<file path="config.mk">
export PLATFORM = sky130hd
export DESIGN_NAME = midpoint_ellipse_rasterizer
export DESIGN_NICKNAME = d
export VERILOG_FILES = /design/src/rtl/mer_pkg.sv /design/src/rtl/mer_ctrl.sv /design/src/rtl/mer_datapath.sv /design/src/rtl/midpoint_ellipse_rasterizer.sv
export SDC_FILE = /design/constraint.sdc
export NUM_CORES = 2
export LEC_CHECK = 0
export BUFFER_PORTS_ARGS = -buffer_cell sky130_fd_sc_hd__buf_2
export CAP_MARGIN = 40
export CORE_MARGIN = 4
export CORE_UTILIZATION = 65
export CTS_BUF_LIST = sky130_fd_sc_hd__clkbuf_4
export DETAILED_ROUTE_END_ITERATION = 8
export PLACE_DENSITY = 0.83
export SYNTH_ARGS = -nofsm -noshare
export SYNTH_HDL_FRONTEND = slang
export SYNTH_SLANG_ARGS = --single-unit
</file>
<file path="constraint.sdc">
create_clock -name clk -period 9.9 [get_ports clk]
set_input_delay 0.99 -clock clk [delete_from_list [all_inputs] [get_ports clk]]
set_output_delay 0.99 -clock clk [all_outputs]
set_load 0.05 [all_outputs]
</file>
<file path="src/rtl/mer_pkg.sv">
// mer_pkg: shared constants, state and command types of the midpoint ellipse rasterizer
// no dependencies; imported by every module of the block
`default_nettype none

package mer_pkg;

    localparam int AXIS_BITS_DEF = 10;
    localparam int DEC_W         = 48;
    localparam int PIX_W         = 13;
    localparam int CENTER_W      = 11;
    localparam int ADDR_W        = 3;
    localparam int DATA_W        = 32;

    localparam logic [CENTER_W-1:0] CENTER_X_RST = 11'd320;
    localparam logic [CENTER_W-1:0] CENTER_Y_RST = 11'd240;

    // register select taken from paddr[2]
    localparam logic REG_CENTER_X = 1'b0;
    localparam logic REG_CENTER_Y = 1'b1;

    localparam logic CMD_START = 1'b0;
    localparam logic CMD_STEP  = 1'b1;

    localparam logic [1:0] QUAD_PP = 2'd0;
    localparam logic [1:0] QUAD_MP = 2'd1;
    localparam logic [1:0] QUAD_PM = 2'd2;
    localparam logic [1:0] QUAD_MM = 2'd3;

    typedef enum logic [4:0] {
        S_IDLE,
        S_ST_SQA,
        S_ST_SQB,
        S_ST_AB,
        S_ST_FIN,
        S_CMP_BX,
        S_CMP_AY,
        S_CMP_EVAL,
        S_SW_TXSQ,
        S_SW_BTX,
        S_SW_YMSQ,
        S_SW_AYM,
        S_SW_AB,
        S_SW_FIN,
        S_EMIT,
        S_UP_XY,
        S_UP_BX,
        S_UP_AY,
        S_UP_FIN
    } state_t;

    typedef enum logic [3:0] {
        MUL_NONE,
        MUL_AA,
        MUL_BB,
        MUL_A2B,
        MUL_B2X,
        MUL_A2Y,
        MUL_TXTX,
        MUL_B2P,
        MUL_YMYM,
        MUL_A2P,
        MUL_A2B2
    } mul_op_t;

    typedef enum logic [2:0] {
        DEC_HOLD,
        DEC_START,
        DEC_SUB4P,
        DEC_LOADP,
        DEC_ADD4P,
        DEC_ADDEND,
        DEC_ADD8P,
        DEC_SUB8P
    } dec_op_t;

    typedef struct packed {
        mul_op_t mul_op;
        dec_op_t dec_op;
        logic    load_start;
        logic    load_a2;
        logic    load_b2;
        logic    save_t;
        logic    set_rtwo;
        logic    step_xy;
        logic    emit;
    } ctrl_cmd_t;

    typedef struct packed {
        logic gt;
        logic y_zero;
        logic rtwo;
        logic out_free;
        logic emit_last;
    } dp_stat_t;

endpackage

`default_nettype wire

</file>
<file path="src/rtl/mer_ctrl.sv">
// mer_ctrl: sequencer of the ellipse rasterizer, issues one datapath command per cycle
// depends on mer_pkg (state_t, ctrl_cmd_t, dp_stat_t)
`default_nettype none

module mer_ctrl
    import mer_pkg::*;
(
    input  wire logic      clk,
    input  wire logic      rst_n,
    input  wire logic      in_valid,
    input  wire logic      in_cmd,
    output logic           in_stall,
    input  wire dp_stat_t  stat,
    output ctrl_cmd_t      dp_cmd
);

    state_t state_reg, state_next;
    logic   busy_reg, busy_next;
    logic   accept;

    assign accept = in_valid && (state_reg == S_IDLE);

    always_ff @(posedge clk or negedge rst_n)
    begin
        if (!rst_n)
        begin
            state_reg <= S_IDLE;
            busy_reg  <= 1'b0;
        end
        else
        begin
            state_reg <= state_next;
            busy_reg  <= busy_next;
        end
    end

    always_comb
    begin
        state_next = state_reg;
        busy_next  = busy_reg;
        case (state_reg)
            S_IDLE:
            begin
                if (accept)
                begin
                    if (in_cmd == CMD_START)
                    begin
                        state_next = S_ST_SQA;
                        busy_next  = 1'b1;
                    end
                    else if (busy_reg)
                    begin
                        state_next = stat.rtwo ? S_EMIT : S_CMP_BX;
                    end
                end
            end
            S_ST_SQA:   state_next = S_ST_SQB;
            S_ST_SQB:   state_next = S_ST_AB;
            S_ST_AB:    state_next = S_ST_FIN;
            S_ST_FIN:   state_next = S_IDLE;
            S_CMP_BX:   state_next = S_CMP_AY;
            S_CMP_AY:   state_next = S_CMP_EVAL;
            S_CMP_EVAL: state_next = stat.gt ? S_SW_TXSQ : S_EMIT;
            S_SW_TXSQ:  state_next = S_SW_BTX;
            S_SW_BTX:   state_next = S_SW_YMSQ;
            S_SW_YMSQ:  state_next = S_SW_AYM;
            S_SW_AYM:   state_next = S_SW_AB;
            S_SW_AB:    state_next = S_SW_FIN;
            S_SW_FIN:   state_next = S_EMIT;
            S_EMIT:
            begin
                if (stat.out_free && stat.emit_last)
                begin
                    if (stat.y_zero)
                    begin
                        state_next = S_IDLE;
                        busy_next  = 1'b0;
                    end
                    else
                    begin
                        state_next = S_UP_XY;
                    end
                end
            end
            S_UP_XY:    state_next = S_UP_BX;
            S_UP_BX:    state_next = S_UP_AY;
            S_UP_AY:    state_next = S_UP_FIN;
            S_UP_FIN:   state_next = S_IDLE;
            default:    state_next = S_IDLE;
        endcase
    end

    always_comb
    begin
        in_stall          = (state_reg != S_IDLE);
        dp_cmd            = '0;
        dp_cmd.mul_op     = MUL_NONE;
        dp_cmd.dec_op     = DEC_HOLD;
        case (state_reg)
            S_IDLE:     dp_cmd.load_start = accept && (in_cmd == CMD_START);
            S_ST_SQA:   dp_cmd.mul_op = MUL_AA;
            S_ST_SQB:
            begin
                dp_cmd.load_a2 = 1'b1;
                dp_cmd.mul_op  = MUL_BB;
            end
            S_ST_AB:
            begin
                dp_cmd.load_b2 = 1'b1;
                dp_cmd.dec_op  = DEC_START;
                dp_cmd.mul_op  = MUL_A2B;
            end
            S_ST_FIN:   dp_cmd.dec_op = DEC_SUB4P;
            S_CMP_BX:   dp_cmd.mul_op = MUL_B2X;
            S_CMP_AY:
            begin
                dp_cmd.save_t = 1'b1;
                dp_cmd.mul_op = MUL_A2Y;
            end
            S_CMP_EVAL: dp_cmd.mul_op = MUL_NONE;
            S_SW_TXSQ:  dp_cmd.mul_op = MUL_TXTX;
            S_SW_BTX:   dp_cmd.mul_op = MUL_B2P;
            S_SW_YMSQ:
            begin
                dp_cmd.dec_op = DEC_LOADP;
                dp_cmd.mul_op = MUL_YMYM;
            end
            S_SW_AYM:   dp_cmd.mul_op = MUL_A2P;
            S_SW_AB:
            begin
                dp_cmd.dec_op = DEC_ADD4P;
                dp_cmd.mul_op = MUL_A2B2;
            end
            S_SW_FIN:
            begin
                dp_cmd.dec_op   = DEC_SUB4P;
                dp_cmd.set_rtwo = 1'b1;
            end
            S_EMIT:     dp_cmd.emit = 1'b1;
            S_UP_XY:
            begin
                dp_cmd.step_xy = 1'b1;
                dp_cmd.dec_op  = DEC_ADDEND;
            end
            S_UP_BX:    dp_cmd.mul_op = MUL_B2X;
            S_UP_AY:
            begin
                dp_cmd.dec_op = DEC_ADD8P;
                dp_cmd.mul_op = MUL_A2Y;
            end
            S_UP_FIN:   dp_cmd.dec_op = DEC_SUB8P;
            default:    dp_cmd.mul_op = MUL_NONE;
        endcase
    end

endmodule

`default_nettype wire

</file>
<file path="src/rtl/mer_datapath.sv">
// mer_datapath: point, decision and axis-square registers, shared multiplier, pixel output register
// depends on mer_pkg; driven by mer_ctrl through ctrl_cmd_t / dp_stat_t
`default_nettype none

module mer_datapath
    import mer_pkg::*;
#(
    parameter int AXIS_BITS = AXIS_BITS_DEF
)
(
    input  wire logic                  clk,
    input  wire logic                  rst_n,
    input  wire logic [CENTER_W-1:0]   center_x,
    input  wire logic [CENTER_W-1:0]   center_y,
    input  wire logic [AXIS_BITS-1:0]  semi_axis_a,
    input  wire logic [AXIS_BITS-1:0]  semi_axis_b,
    input  wire ctrl_cmd_t             dp_cmd,
    output dp_stat_t                   stat,
    input  wire logic                  out_stall,
    output logic                       out_valid,
    output logic signed [PIX_W-1:0]    pixel_x,
    output logic signed [PIX_W-1:0]    pixel_y,
    output logic [1:0]                 quadrant,
    output logic                       last_of_step,
    output logic                       done_res
);

    localparam int POS_W  = AXIS_BITS + 1;
    localparam int SQ_W   = 2 * AXIS_BITS;
    localparam int TX_W   = AXIS_BITS + 2;
    localparam int MA_W   = SQ_W;
    localparam int MB_W   = SQ_W + 4;
    localparam int PROD_W = MA_W + MB_W;

    logic [AXIS_BITS-1:0] a_reg;
    logic [POS_W-1:0]     cur_x_reg, cur_x_next;
    logic [POS_W-1:0]     cur_y_reg, cur_y_next;
    logic [DEC_W-1:0]     dec_reg, dec_next;
    logic [SQ_W-1:0]      a2_reg, b2_reg;
    logic [PROD_W-1:0]    p_reg, t_reg;
    logic                 rtwo_reg;
    logic                 use_bx_reg, use_bx_next;
    logic                 use_ay_reg, use_ay_next;
    logic [1:0]           quad_reg;
    logic                 out_valid_reg;
    logic signed [PIX_W-1:0] pixel_x_reg, pixel_y_reg;
    logic [1:0]           quadrant_reg;
    logic                 last_reg, done_reg;

    logic [TX_W-1:0]      tx;
    logic [POS_W-1:0]     ym;
    logic [MA_W-1:0]      mul_a;
    logic [MB_W-1:0]      mul_b;
    logic [PROD_W-1:0]    mul_p;
    logic [DEC_W-1:0]     p_dec, p4, p8, addend4;
    logic [SQ_W-1:0]      addend;
    logic                 dec_neg, dec_zero, dec_pos;
    logic                 out_free, load_pix;
    logic [PIX_W-1:0]     px_sum, px_dif, py_sum, py_dif;

    // region-switch terms: 2x+1 and |y-1| (y-1 squares to 1 when y is zero)
    assign tx = {cur_x_reg, 1'b1};
    assign ym = (cur_y_reg == '0) ? POS_W'(1) : (cur_y_reg - POS_W'(1));

    always_comb
    begin
        mul_a = '0;
        mul_b = '0;
        case (dp_cmd.mul_op)
            MUL_AA:
            begin
                mul_a = MA_W'(a_reg);
                mul_b = MB_W'(a_reg);
            end
            MUL_BB:
            begin
                mul_a = MA_W'(cur_y_reg[AXIS_BITS-1:0]);
                mul_b = MB_W'(cur_y_reg[AXIS_BITS-1:0]);
            end
            MUL_A2B:
            begin
                mul_a = a2_reg;
                mul_b = MB_W'(cur_y_reg[AXIS_BITS-1:0]);
            end
            MUL_B2X:
            begin
                mul_a = b2_reg;
                mul_b = MB_W'(cur_x_reg);
            end
            MUL_A2Y:
            begin
                mul_a = a2_reg;
                mul_b = MB_W'(cur_y_reg);
            end
            MUL_TXTX:
            begin
                mul_a = MA_W'(tx);
                mul_b = MB_W'(tx);
            end
            MUL_B2P:
            begin
                mul_a = b2_reg;
                mul_b = p_reg[MB_W-1:0];
            end
            MUL_YMYM:
            begin
                mul_a = MA_W'(ym);
                mul_b = MB_W'(ym);
            end
            MUL_A2P:
            begin
                mul_a = a2_reg;
                mul_b = p_reg[MB_W-1:0];
            end
            MUL_A2B2:
            begin
                mul_a = a2_reg;
                mul_b = MB_W'(b2_reg);
            end
            default:
            begin
                mul_a = '0;
                mul_b = '0;
            end
        endcase
    end

    assign mul_p = {{MB_W{1'b0}}, mul_a} * {{MA_W{1'b0}}, mul_b};

    assign p_dec    = DEC_W'(p_reg);
    assign p4       = {p_dec[DEC_W-3:0], 2'b00};
    assign p8       = {p_dec[DEC_W-4:0], 3'b000};
    assign dec_neg  = dec_reg[DEC_W-1];
    assign dec_zero = (dec_reg == '0);
    assign dec_pos  = !dec_neg && !dec_zero;

    // point update: new x and y first, product terms follow over the next cycles
    always_comb
    begin
        cur_x_next  = cur_x_reg;
        cur_y_next  = cur_y_reg;
        use_bx_next = use_bx_reg;
        use_ay_next = use_ay_reg;
        addend      = b2_reg;
        if (!rtwo_reg)
        begin
            addend      = b2_reg;
            use_bx_next = 1'b1;
            use_ay_next = !dec_neg;
            cur_x_next  = cur_x_reg + POS_W'(1);
            if (!dec_neg)
            begin
                cur_y_next = cur_y_reg - POS_W'(1);
            end
        end
        else
        begin
            addend      = a2_reg;
            use_bx_next = !dec_pos;
            use_ay_next = 1'b1;
            cur_y_next  = cur_y_reg - POS_W'(1);
            if (!dec_pos)
            begin
                cur_x_next = cur_x_reg + POS_W'(1);
            end
        end
        if (dp_cmd.load_start)
        begin
            cur_x_next = '0;
            cur_y_next = POS_W'(semi_axis_b);
        end
        else if (!dp_cmd.step_xy)
        begin
            cur_x_next  = cur_x_reg;
            cur_y_next  = cur_y_reg;
            use_bx_next = use_bx_reg;
            use_ay_next = use_ay_reg;
        end
    end

    assign addend4 = DEC_W'({addend, 2'b00});

    always_comb
    begin
        case (dp_cmd.dec_op)
            DEC_START:  dec_next = DEC_W'(a2_reg) + p4;
            DEC_SUB4P:  dec_next = dec_reg - p4;
            DEC_LOADP:  dec_next = p_dec;
            DEC_ADD4P:  dec_next = dec_reg + p4;
            DEC_ADDEND: dec_next = dec_reg + addend4;
            DEC_ADD8P:  dec_next = use_bx_reg ? (dec_reg + p8) : dec_reg;
            DEC_SUB8P:  dec_next = use_ay_reg ? (dec_reg - p8) : dec_reg;
            default:    dec_next = dec_reg;
        endcase
    end

    always_ff @(posedge clk or negedge rst_n)
    begin
        if (!rst_n)
        begin
            cur_x_reg  <= '0;
            cur_y_reg  <= '0;
            dec_reg    <= '0;
            a2_reg     <= '0;
            b2_reg     <= '0;
            rtwo_reg   <= 1'b0;
            use_bx_reg <= 1'b0;
            use_ay_reg <= 1'b0;
        end
        else
        begin
            cur_x_reg  <= cur_x_next;
            cur_y_reg  <= cur_y_next;
            dec_reg    <= dec_next;
            use_bx_reg <= use_bx_next;
            use_ay_reg <= use_ay_next;
            if (dp_cmd.load_a2)
            begin
                a2_reg <= p_reg[SQ_W-1:0];
            end
            if (dp_cmd.load_b2)
            begin
                b2_reg <= p_reg[SQ_W-1:0];
            end
            if (dp_cmd.load_start)
            begin
                rtwo_reg <= 1'b0;
            end
            else if (dp_cmd.set_rtwo)
            begin
                rtwo_reg <= 1'b1;
            end
        end
    end

    always_ff @(posedge clk)
    begin
        if (dp_cmd.load_start)
        begin
            a_reg <= semi_axis_a;
        end
        if (dp_cmd.mul_op != MUL_NONE)
        begin
            p_reg <= mul_p;
        end
        if (dp_cmd.save_t)
        begin
            t_reg <= p_reg;
        end
    end

    // pixel output register, one mirrored pixel per transfer
    assign out_free = !out_valid_reg || !out_stall;
    assign load_pix = dp_cmd.emit && out_free;

    assign px_sum = PIX_W'(center_x) + PIX_W'(cur_x_reg);
    assign px_dif = PIX_W'(center_x) - PIX_W'(cur_x_reg);
    assign py_sum = PIX_W'(center_y) + PIX_W'(cur_y_reg);
    assign py_dif = PIX_W'(center_y) - PIX_W'(cur_y_reg);

    always_ff @(posedge clk or negedge rst_n)
    begin
        if (!rst_n)
        begin
            out_valid_reg <= 1'b0;
            quad_reg      <= QUAD_PP;
        end
        else
        begin
            if (out_free)
            begin
                out_valid_reg <= dp_cmd.emit;
            end
            if (load_pix)
            begin
                quad_reg <= quad_reg + 2'd1;
            end
        end
    end

    always_ff @(posedge clk)
    begin
        if (load_pix)
        begin
            pixel_x_reg  <= $signed(quad_reg[0] ? px_dif : px_sum);
            pixel_y_reg  <= $signed(quad_reg[1] ? py_dif : py_sum);
            quadrant_reg <= quad_reg;
            last_reg     <= (quad_reg == QUAD_MM);
            done_reg     <= (cur_y_reg == '0);
        end
    end

    assign out_valid    = out_valid_reg;
    assign pixel_x      = pixel_x_reg;
    assign pixel_y      = pixel_y_reg;
    assign quadrant     = quadrant_reg;
    assign last_of_step = last_reg;
    assign done_res     = done_reg;

    assign stat.gt        = (t_reg > p_reg);
    assign stat.y_zero    = (cur_y_reg == '0);
    assign stat.rtwo      = rtwo_reg;
    assign stat.out_free  = out_free;
    assign stat.emit_last = (quad_reg == QUAD_MM);

endmodule

`default_nettype wire

</file>
<file path="src/rtl/midpoint_ellipse_rasterizer.sv">
// midpoint_ellipse_rasterizer: top level, center registers on the APB port, sequencer and datapath
// depends on mer_pkg, mer_ctrl, mer_datapath
//
//  channel | direction | handshake            | payload
//  --------+-----------+----------------------+-------------------------------------------
//  in      | input     | in_valid / in_stall  | cmd, semi_axis_a, semi_axis_b
//  out     | output    | out_valid / out_stall| pixel_x, pixel_y, quadrant, last_of_step,
//          |           |                      | done_res
//  apb     | input     | psel / penable       | paddr, pwrite, pwdata, prdata, pready
//
// one 48-bit decision register and one shared multiplier that forms the products in turn:
// a start squares the axes and sets up the decision; a step in region 1 first compares b*b*x
// with a*a*y and, when it crosses into region 2, sets up the region-2 decision; every step
// then emits its four pixels and, unless y is zero, updates the point and the decision.
// emission waits while the output is stalled; in_stall is high from the cycle after an
// accepted start, or a step that is not ignored, until the block is back in idle.
// rst_n is asynchronous; after reset the block is idle and a step is ignored until a start.
`default_nettype none

module midpoint_ellipse_rasterizer
    import mer_pkg::*;
#(
    parameter int AXIS_BITS = AXIS_BITS_DEF
)
(
    input  wire logic                  clk,
    input  wire logic                  rst_n,
    input  wire logic                  in_valid,
    output logic                       in_stall,
    input  wire logic                  cmd,
    input  wire logic [AXIS_BITS-1:0]  semi_axis_a,
    input  wire logic [AXIS_BITS-1:0]  semi_axis_b,
    output logic                       out_valid,
    input  wire logic                  out_stall,
    output logic signed [PIX_W-1:0]    pixel_x,
    output logic signed [PIX_W-1:0]    pixel_y,
    output logic [1:0]                 quadrant,
    output logic                       last_of_step,
    output logic                       done_res,
    input  wire logic                  psel,
    input  wire logic                  penable,
    input  wire logic                  pwrite,
    input  wire logic [ADDR_W-1:0]     paddr,
    input  wire logic [DATA_W-1:0]     pwdata,
    output logic [DATA_W-1:0]          prdata,
    output logic                       pready
);

    logic [CENTER_W-1:0] center_x_reg;
    logic [CENTER_W-1:0] center_y_reg;
    ctrl_cmd_t           dp_cmd;
    dp_stat_t            stat;
    logic                cfg_wr;

    assign pready = 1'b1;
    assign cfg_wr = psel && penable && pwrite;

    always_ff @(posedge clk or negedge rst_n)
    begin
        if (!rst_n)
        begin
            center_x_reg <= CENTER_X_RST;
            center_y_reg <= CENTER_Y_RST;
        end
        else if (cfg_wr)
        begin
            case (paddr[2])
                REG_CENTER_X: center_x_reg <= pwdata[CENTER_W-1:0];
                REG_CENTER_Y: center_y_reg <= pwdata[CENTER_W-1:0];
                default:      center_x_reg <= center_x_reg;
            endcase
        end
    end

    always_comb
    begin
        case (paddr[2])
            REG_CENTER_X: prdata = {{(DATA_W-CENTER_W){1'b0}}, center_x_reg};
            REG_CENTER_Y: prdata = {{(DATA_W-CENTER_W){1'b0}}, center_y_reg};
            default:      prdata = '0;
        endcase
    end

    mer_ctrl u_ctrl (
        .clk      (clk),
        .rst_n    (rst_n),
        .in_valid (in_valid),
        .in_cmd   (cmd),
        .in_stall (in_stall),
        .stat     (stat),
        .dp_cmd   (dp_cmd)
    );

    mer_datapath #(
        .AXIS_BITS (AXIS_BITS)
    ) u_datapath (
        .clk          (clk),
        .rst_n        (rst_n),
        .center_x     (center_x_reg),
        .center_y     (center_y_reg),
        .semi_axis_a  (semi_axis_a),
        .semi_axis_b  (semi_axis_b),
        .dp_cmd       (dp_cmd),
        .stat         (stat),
        .out_stall    (out_stall),
        .out_valid    (out_valid),
        .pixel_x      (pixel_x),
        .pixel_y      (pixel_y),
        .quadrant     (quadrant),
        .last_of_step (last_of_step),
        .done_res     (done_res)
    );

endmodule

`default_nettype wire

</file>
; Yosys cells after proc, flatten, opt, wreduce, memory -nomap -nowiden
; Index checks and enable logic that the tools add are counted.
[op_classes]
bitwise_logic = 2
n_addsub = 13
magnitude_cmp = 1
n_mul = 1
n_reduce_logical = 36
n_mux = 48
eq_ne = 45
[ops]
columns = op, n
row1 = $pmux 48 s7, 1
row2 = $pmux 24 s8, 1
row3 = $pmux 20 s6, 1
row4 = $mux 11, 9
row5 = $mux 48, 2
row6 = $pmux 5 s17, 1
row7 = $pmux 32 s2, 1
row8 = $add 48x22->48, 1
row9 = $add 48x46->48, 1
row10 = $add 48x47->48, 1
row11 = $logic_not 48->1, 1
row12 = $sub 48x46->48, 1
row13 = $sub 48x47->48, 1
row14 = $add 20x46->47, 1
row15 = $gt 44x44->1, 1
row16 = $mul 20x24->44, 1
row17 = $eq 5x4->1 const B, 8
row18 = $pmux 4 s10, 1
row19 = $mux 13, 2
row20 = $add 11x11->12, 2
row21 = $sub 11x11->12, 2
row22 = $pmux 3 s7, 1
row23 = $eq 5x3->1 const B, 4
row24 = $mux 20, 1
row25 = 38 further kinds, 100
[totals]
reg_bits = 272
in_bits = 63
out_inout_bits = 65
word_cells = 168

; Logic depth before layout (Yosys ltp)
[depth]
depth_word = 7
depth_mapped = 37
ltp_nobuf = 34

; Modules after synthesis
; From an unflattened synthesis, not the netlist that was laid out.
[unflattened]
cells_unflattened = 4473
hier_area_um2 = 38944.9
[modules_own_cells]
columns = mod, cells_each, seq_area_each_um2, area_per_inst_um2, instances
row1 = mer_datapath, 4295, 6746.5, 36955.4, 1
row2 = midpoint_ellipse_rasterizer, 84, 558.0, 1241.2, 1
row3 = mer_ctrl, 94, 150.1, 748.2, 1

; Worst setup path before layout
; Ideal clock, no wire load.
[synth_timing]
kind = reg2reg
start = register u_datapath.cur_y_reg[5]
end = register u_datapath.p_reg[40], data pin
path_buffers = 2
setup_ps = 262
stages_incl_launch_ff = 30
synth_period_minus_slack_ps = 8501
arrival_ps = 8239
slack_ps = 1399
required_time_ps = 9638
path_cell_list = dfrtp_1 clkbuf_1 nor4_1 nand3_1 nand2_1 o21ai_0 a211oi_1 clkbuf_1 nor2_1 fa_1 inv_1 fa_1 fa_1 inv_1 fa_1 fa_1 fa_1 inv_1 fa_1 inv_1 ha_1 and3_1 and2_1 a221oi_1 o21ai_1 o31ai_1 o221ai_1 o21ai_0 o21ai_1 xor2_1
[synth_between]
elab_chain_cells = 4
word_cells_on_any_way = 6
classes_between = add/sub (1) / mul (1) / mux (3) / reduce/logical (1)
[synth_rtl]
columns = element, line_no
row1 = "start, declared", mer_datapath.sv:37  ; logic [POS_W-1:0] cur_y_reg, cur_y_next;
row2 = "start signal, assigned", mer_datapath.sv:213  ; cur_y_reg <= cur_y_next;
row3 = $sub 11x1->11 or $logic_not 11->1 (tied branches), mer_datapath.sv:63  ; assign ym = (cur_y_reg == '0) ? POS_W'(1) : (cur_y_reg - POS_W'(1));
row4 = $mux 11, mer_datapath.sv:63
row5 = $pmux 24 s8 or $pmux 20 s6 (tied branches), mer_datapath.sv:69  ; case (dp_cmd.mul_op)
row6 = $mul 20x24->44 *, mer_datapath.sv:128  ; assign mul_p = {{MB_W{1'b0}}, mul_a} * {{MA_W{1'b0}}, mul_b};
row7 = named net u_datapath.mul_p[40], mer_datapath.sv:54  ; logic [PROD_W-1:0] mul_p;
row8 = "end signal, assigned", mer_datapath.sv:244  ; p_reg <= mul_p;
row9 = "end, declared", mer_datapath.sv:40  ; logic [PROD_W-1:0] p_reg, t_reg;
; Mark *: on every way through the listed nets, which the timed path passes. The rest lies on a longest branch.
; A chain may end at the register's enable or synchronous reset.

; Worst setup path in the final report
[layout_timing]
start = register u_datapath.cur_y_reg[1]
end = register u_datapath.p_reg[40], data pin
; The elaborated chain is that of the path after synthesis.

==> reports/summary.md <==
The compound-cell area share of the yosys netlist is 0.170. Counting the buffers created by CTS gives 77. The final cycle utilization of the critical path came out at 0.954.

The clock-pin slew on the worst setup and hold paths works out to 0.07 ns. Start point of the critical path: u_datapath.cur_y_reg[1]. The die outline height came out at 254 um.

The final weighted congestion in routability-driven placement came out at 1.03. For the count of final max-slew check failures, the log shows 0. In this run the power density over the cells is 358 nW/um2. The run gives 64400 um2 as the floorplan die area. Among all flip-flop cells after synthesis, the most frequent one is sky130_fd_sc_hd__dfrtp_1. The detailed router placed 35300 vias in this run.

The width of the chip works out to 254 um. Post-detailed-placement half-perimeter wirelength: 96.9 mm. The initial core utilization was 0.660.

The worst hold path belongs to the class input port to register. For the clock insertion delay at the later pin of the skew report, the log shows 0.89 ns. The core outline area is 59500 um2.

The simple-gate area share of the yosys netlist works out to 0.161. The run finished with clean final reports. Clock period minus final worst setup slack: 9.44 ns.

For the final routed database, the setup TNS stands at 0 ns. The worst relative slew slack came out at 0.321. In the routed layout, each cell is associated on average with a via count of 6.43. The largest single stage delay on the critical path is 0.56 ns. Setup violations remaining at the end of the flow were counted as 0. TritonCTS built the clock tree. After synthesis, the netlist uses 101 different library cells. Entering global routing, the biggest net connects 82 pins. After synthesis, the largest family of logic cells by area is adder cells.

In this run the cell area of the synthesized design comes to 39300 um2. Of all nets on the critical path, the largest fanout is 10. The fraction of synthesis flops using an asynchronous set or reset pin is 0.529, and the number of global-route vias before repair is 35300.

The share of the yosys chip area belonging to registers is 0.190. For the number of post-CTS setup repair buffers, the log shows 0. The total routing usage reported by global routing is 0.385. The library cell contributing the largest single delay on the critical path was sky130_fd_sc_hd__fa_1.

Across the run, the number of max-cap violations was 0. The layout overhead on the synthesized area is 6.31%, and the number of core rows is 89. The detailed-routing iteration count for the pre-antenna-repair pass was 8. The register with the most flip-flops in the layout has 48 of them. The post-synthesis mux area share is 0.0237. The most frequent cell on the critical path is sky130_fd_sc_hd__fa_1. After global routing the overflow that remains totals 0. The net count of the finished layout is 5477.

Once layout is complete, the cells apart from fillers number 5500. The tools report the endpoint of the worst setup timing path as u_datapath.p_reg[40]. Registers take 7460 um2. For the worst setup skew after layout, the log shows 0.140 ns. The depth of the most critical reg-to-reg path is 30. The launching point of the worst reg2reg path was u_datapath.cur_y_reg[1].

The utilization after layout came out at 0.702. Setup slack on the worst reg-to-reg path comes out at 0.46 ns. The post-synthesis share of cell area spent on xor and xnor gates works out to 0.0520. Based on the critical path, the design can be clocked at up to 106 MHz. The synthesized design contains 128 enable-type register cells. Setup repair after global routing left no endpoint under its margin. The logs give 0 for the count of unresolved DRC violations after routing and 5353 for the placed instance count. The synthesized netlist cell count is 4621, and the mean area per synthesized cell is 8.50 um2. The adder-cell area share of the yosys netlist works out to 0.316.

The initial antenna violation count came out at 3. The logs give 0 for the count of final hold-check violations and 272 for the number of clock sinks. For this design the top-level I/O count stands at 128. In this run the deepest clock path goes through 3 buffers. Summing all multi-input logic gate instances after layout gives 28600 um2.

After synthesis the netlist holds a flip-flop and latch count of 272. During placement, the flow inserted port buffers numbering 82. At the worst endpoint, the required time is 10.40 ns. Summed over all layers, the routed wires come to 123 mm.

After the first detailed-routing iteration, the DRC count stood at 4058. For the static leakage, the log shows 19.6 nW. Once detail routing completed, the nets flagged for antenna violations numbered 0. The design draws 0.0149 W. The slew at the pin with the worst max-slew slack was 1.02 ns; the count of filler cells inserted in the layout was 4698. The element type at the critical path start was a register. The first global-routing pass estimated 194 mm of wire. The detail-routed net length per standard cell is 22.4 um, and the level count of the clock H-tree is 3.

STA puts the critical path data arrival time at 9.94 ns. Across the VDD grid, the largest voltage drop is 0.000263 V. The tools report the root buffer cell as sky130_fd_sc_hd__clkbuf_4. Ratio of cells with drive above 1 in the final layout: 0.0938.

The kind of end point of the critical path was a register. The endpoint identified for the worst register-to-register timing path is u_datapath.p_reg[40]. For this run, the number of Yosys warnings is 0. The critical path start-end classification was register to register.
-- power breakdown --
group / switching, W / internal [W] / total, W
clock network: 0.000561 / 0.000543 / 0.00110
logic: 0.00699 / 0.00423 / 0.0112
registers: 0.000828 / 0.00179 / 0.00262
total: 0.00838 / 0.00656 / 0.0149
-- per-layer routing --
metal | vias to the layer above | track usage | part of all wire
li1 | 15800 | - | -
met1 | 17000 | 0.523 | 0.39
met2 | 2165 | 0.575 | 0.43
met3 | 400 | 0.117 | 0.13
met4 | 0 | 0.166 | 0.050
met5 | - | 0 | 0
-- Yosys cell counts (34+ instances only) --
cell type | count | share of area
sky130_fd_sc_hd__inv_1 | 601 | 0.057
sky130_fd_sc_hd__nor3_1 | 55 | 0.0070
sky130_fd_sc_hd__a22oi_1 | 46 | 0.0088
sky130_fd_sc_hd__nand2b_1 | 38 | 0.0061
sky130_fd_sc_hd__a21oi_1 | 240 | 0.031
sky130_fd_sc_hd__xor2_1 | 41 | 0.0091
sky130_fd_sc_hd__mux2_2 | 41 | 0.012
sky130_fd_sc_hd__clkbuf_1 | 185 | 0.018
sky130_fd_sc_hd__dfrtp_1 | 138 | 0.088
sky130_fd_sc_hd__a21o_1 | 119 | 0.023
sky130_fd_sc_hd__nor4_1 | 34 | 0.0054
sky130_fd_sc_hd__nand4_1 | 53 | 0.0084
sky130_fd_sc_hd__nand3_1 | 63 | 0.0080
sky130_fd_sc_hd__nand2_1 | 527 | 0.050
sky130_fd_sc_hd__fa_1 | 399 | 0.20
sky130_fd_sc_hd__xnor2_1 | 192 | 0.043
sky130_fd_sc_hd__a31oi_1 | 45 | 0.0072
sky130_fd_sc_hd__o21bai_1 | 39 | 0.0075
sky130_fd_sc_hd__nor2_1 | 458 | 0.044
sky130_fd_sc_hd__o21ai_0 | 199 | 0.025
sky130_fd_sc_hd__edfxtp_1 | 128 | 0.098
sky130_fd_sc_hd__ha_1 | 354 | 0.11
-- cells in the final DEF, fill, tap and decap left out, types with 25 or more instances in the layout --
cell and count:
sky130_fd_sc_hd__inv_1 601, sky130_fd_sc_hd__nand2_1 524, sky130_fd_sc_hd__nor2_1 454, sky130_fd_sc_hd__fa_1 399, sky130_fd_sc_hd__ha_1 354, sky130_fd_sc_hd__a21oi_1 240, sky130_fd_sc_hd__o21ai_0 199, sky130_fd_sc_hd__xnor2_1 192
sky130_fd_sc_hd__dfrtp_1 137, sky130_fd_sc_hd__edfxtp_1 128, sky130_fd_sc_hd__a21o_1 119, sky130_fd_sc_hd__buf_4 110, sky130_fd_sc_hd__clkbuf_4 109, sky130_fd_sc_hd__buf_2 81, sky130_fd_sc_hd__nand3_1 62, sky130_fd_sc_hd__nand4_1 53
sky130_fd_sc_hd__nor3_1 51, sky130_fd_sc_hd__a22oi_1 46, sky130_fd_sc_hd__a31oi_1 45, sky130_fd_sc_hd__xor2_1 41, sky130_fd_sc_hd__mux2_2 41, sky130_fd_sc_hd__nand2b_1 38, sky130_fd_sc_hd__o21bai_1 38, sky130_fd_sc_hd__mux2i_1 31
sky130_fd_sc_hd__or3_1 31, sky130_fd_sc_hd__a211oi_1 30, sky130_fd_sc_hd__a221oi_1 29, sky130_fd_sc_hd__nor4_1 28, sky130_fd_sc_hd__and3_1 27, sky130_fd_sc_hd__and2_1 25
-- cell type report --
class | count | area share
well taps | 773 | 0.0232
clock buffers | 109 | 0.0196
inverters | 609 | 0.0548
clock inverters | 32 | 0.00441
repair buffers | 201 | 0.0333
flip-flops and latches | 272 | 0.179
multi-input cells | 3500 | 0.686
diodes | 4 | 0.000240
-- critical path, delay by kind of cell, from the launching register on --
family / cells / cell delay (ns)
adders and majority gates: 9 / 4.03
AOI/OAI and AO/OA: 8 / 2.33
and+or+nand+nor: 7 / 1.62
DFF: 1 / 0.45
buffers and inverters: 5 / 0.43
xor gates and xnor gates: 1 / 0.15
-- timing repair --
item	in CTS	in global routing
resized for setup	0	16
hold endpoints to repair	9	0
hold buffers	1	0
setup endpoints to repair	0	9
-- logic make-up after synthesis --
kind of cell               count (synthesis)
and+or+nand+nor                         1400
AOI/OAI and AO/OA                       1006
buffers and inverters                    869
adders and majority gates                753
DFF                                      272
xor gates and xnor gates                 233
muxes                                     86
other                                      2
-- metrics by stage --
| step | instance area, um2 | worst slack (ns) | hold WS [ns] |
|---|---|---|---|
| floorplan | 39300 | 1.40 | 0.421 |
| global placement | 40500 | 0.494 | 0.475 |
| detailed placement | 40700 | 0.366 | 0.490 |
| CTS | 41700 | 0.196 | 0.282 |
| global route | 41700 | 0.000281 | 0.293 |
| finish | 41700 | 0.458 | 0.320 |
-- how the worst min path moves through the flow --
stage / cells past startpoint / from / endpoint / slack [ns]
floorplan: 0 / u_datapath.p_reg[20] / u_datapath.t_reg[20] / 0.42
global placement: 1 / u_ctrl.busy_reg / u_ctrl.busy_reg / 0.47
detailed placement: 1 / u_ctrl.busy_reg / u_ctrl.busy_reg / 0.49
CTS: 1 / semi_axis_a[0] / u_datapath.a_reg[0] / 0.28
global route: 1 / semi_axis_a[0] / u_datapath.a_reg[0] / 0.29
finish: 1 / semi_axis_a[0] / u_datapath.a_reg[0] / 0.32
No activity file was read; power rests on OpenSTA's default activity.
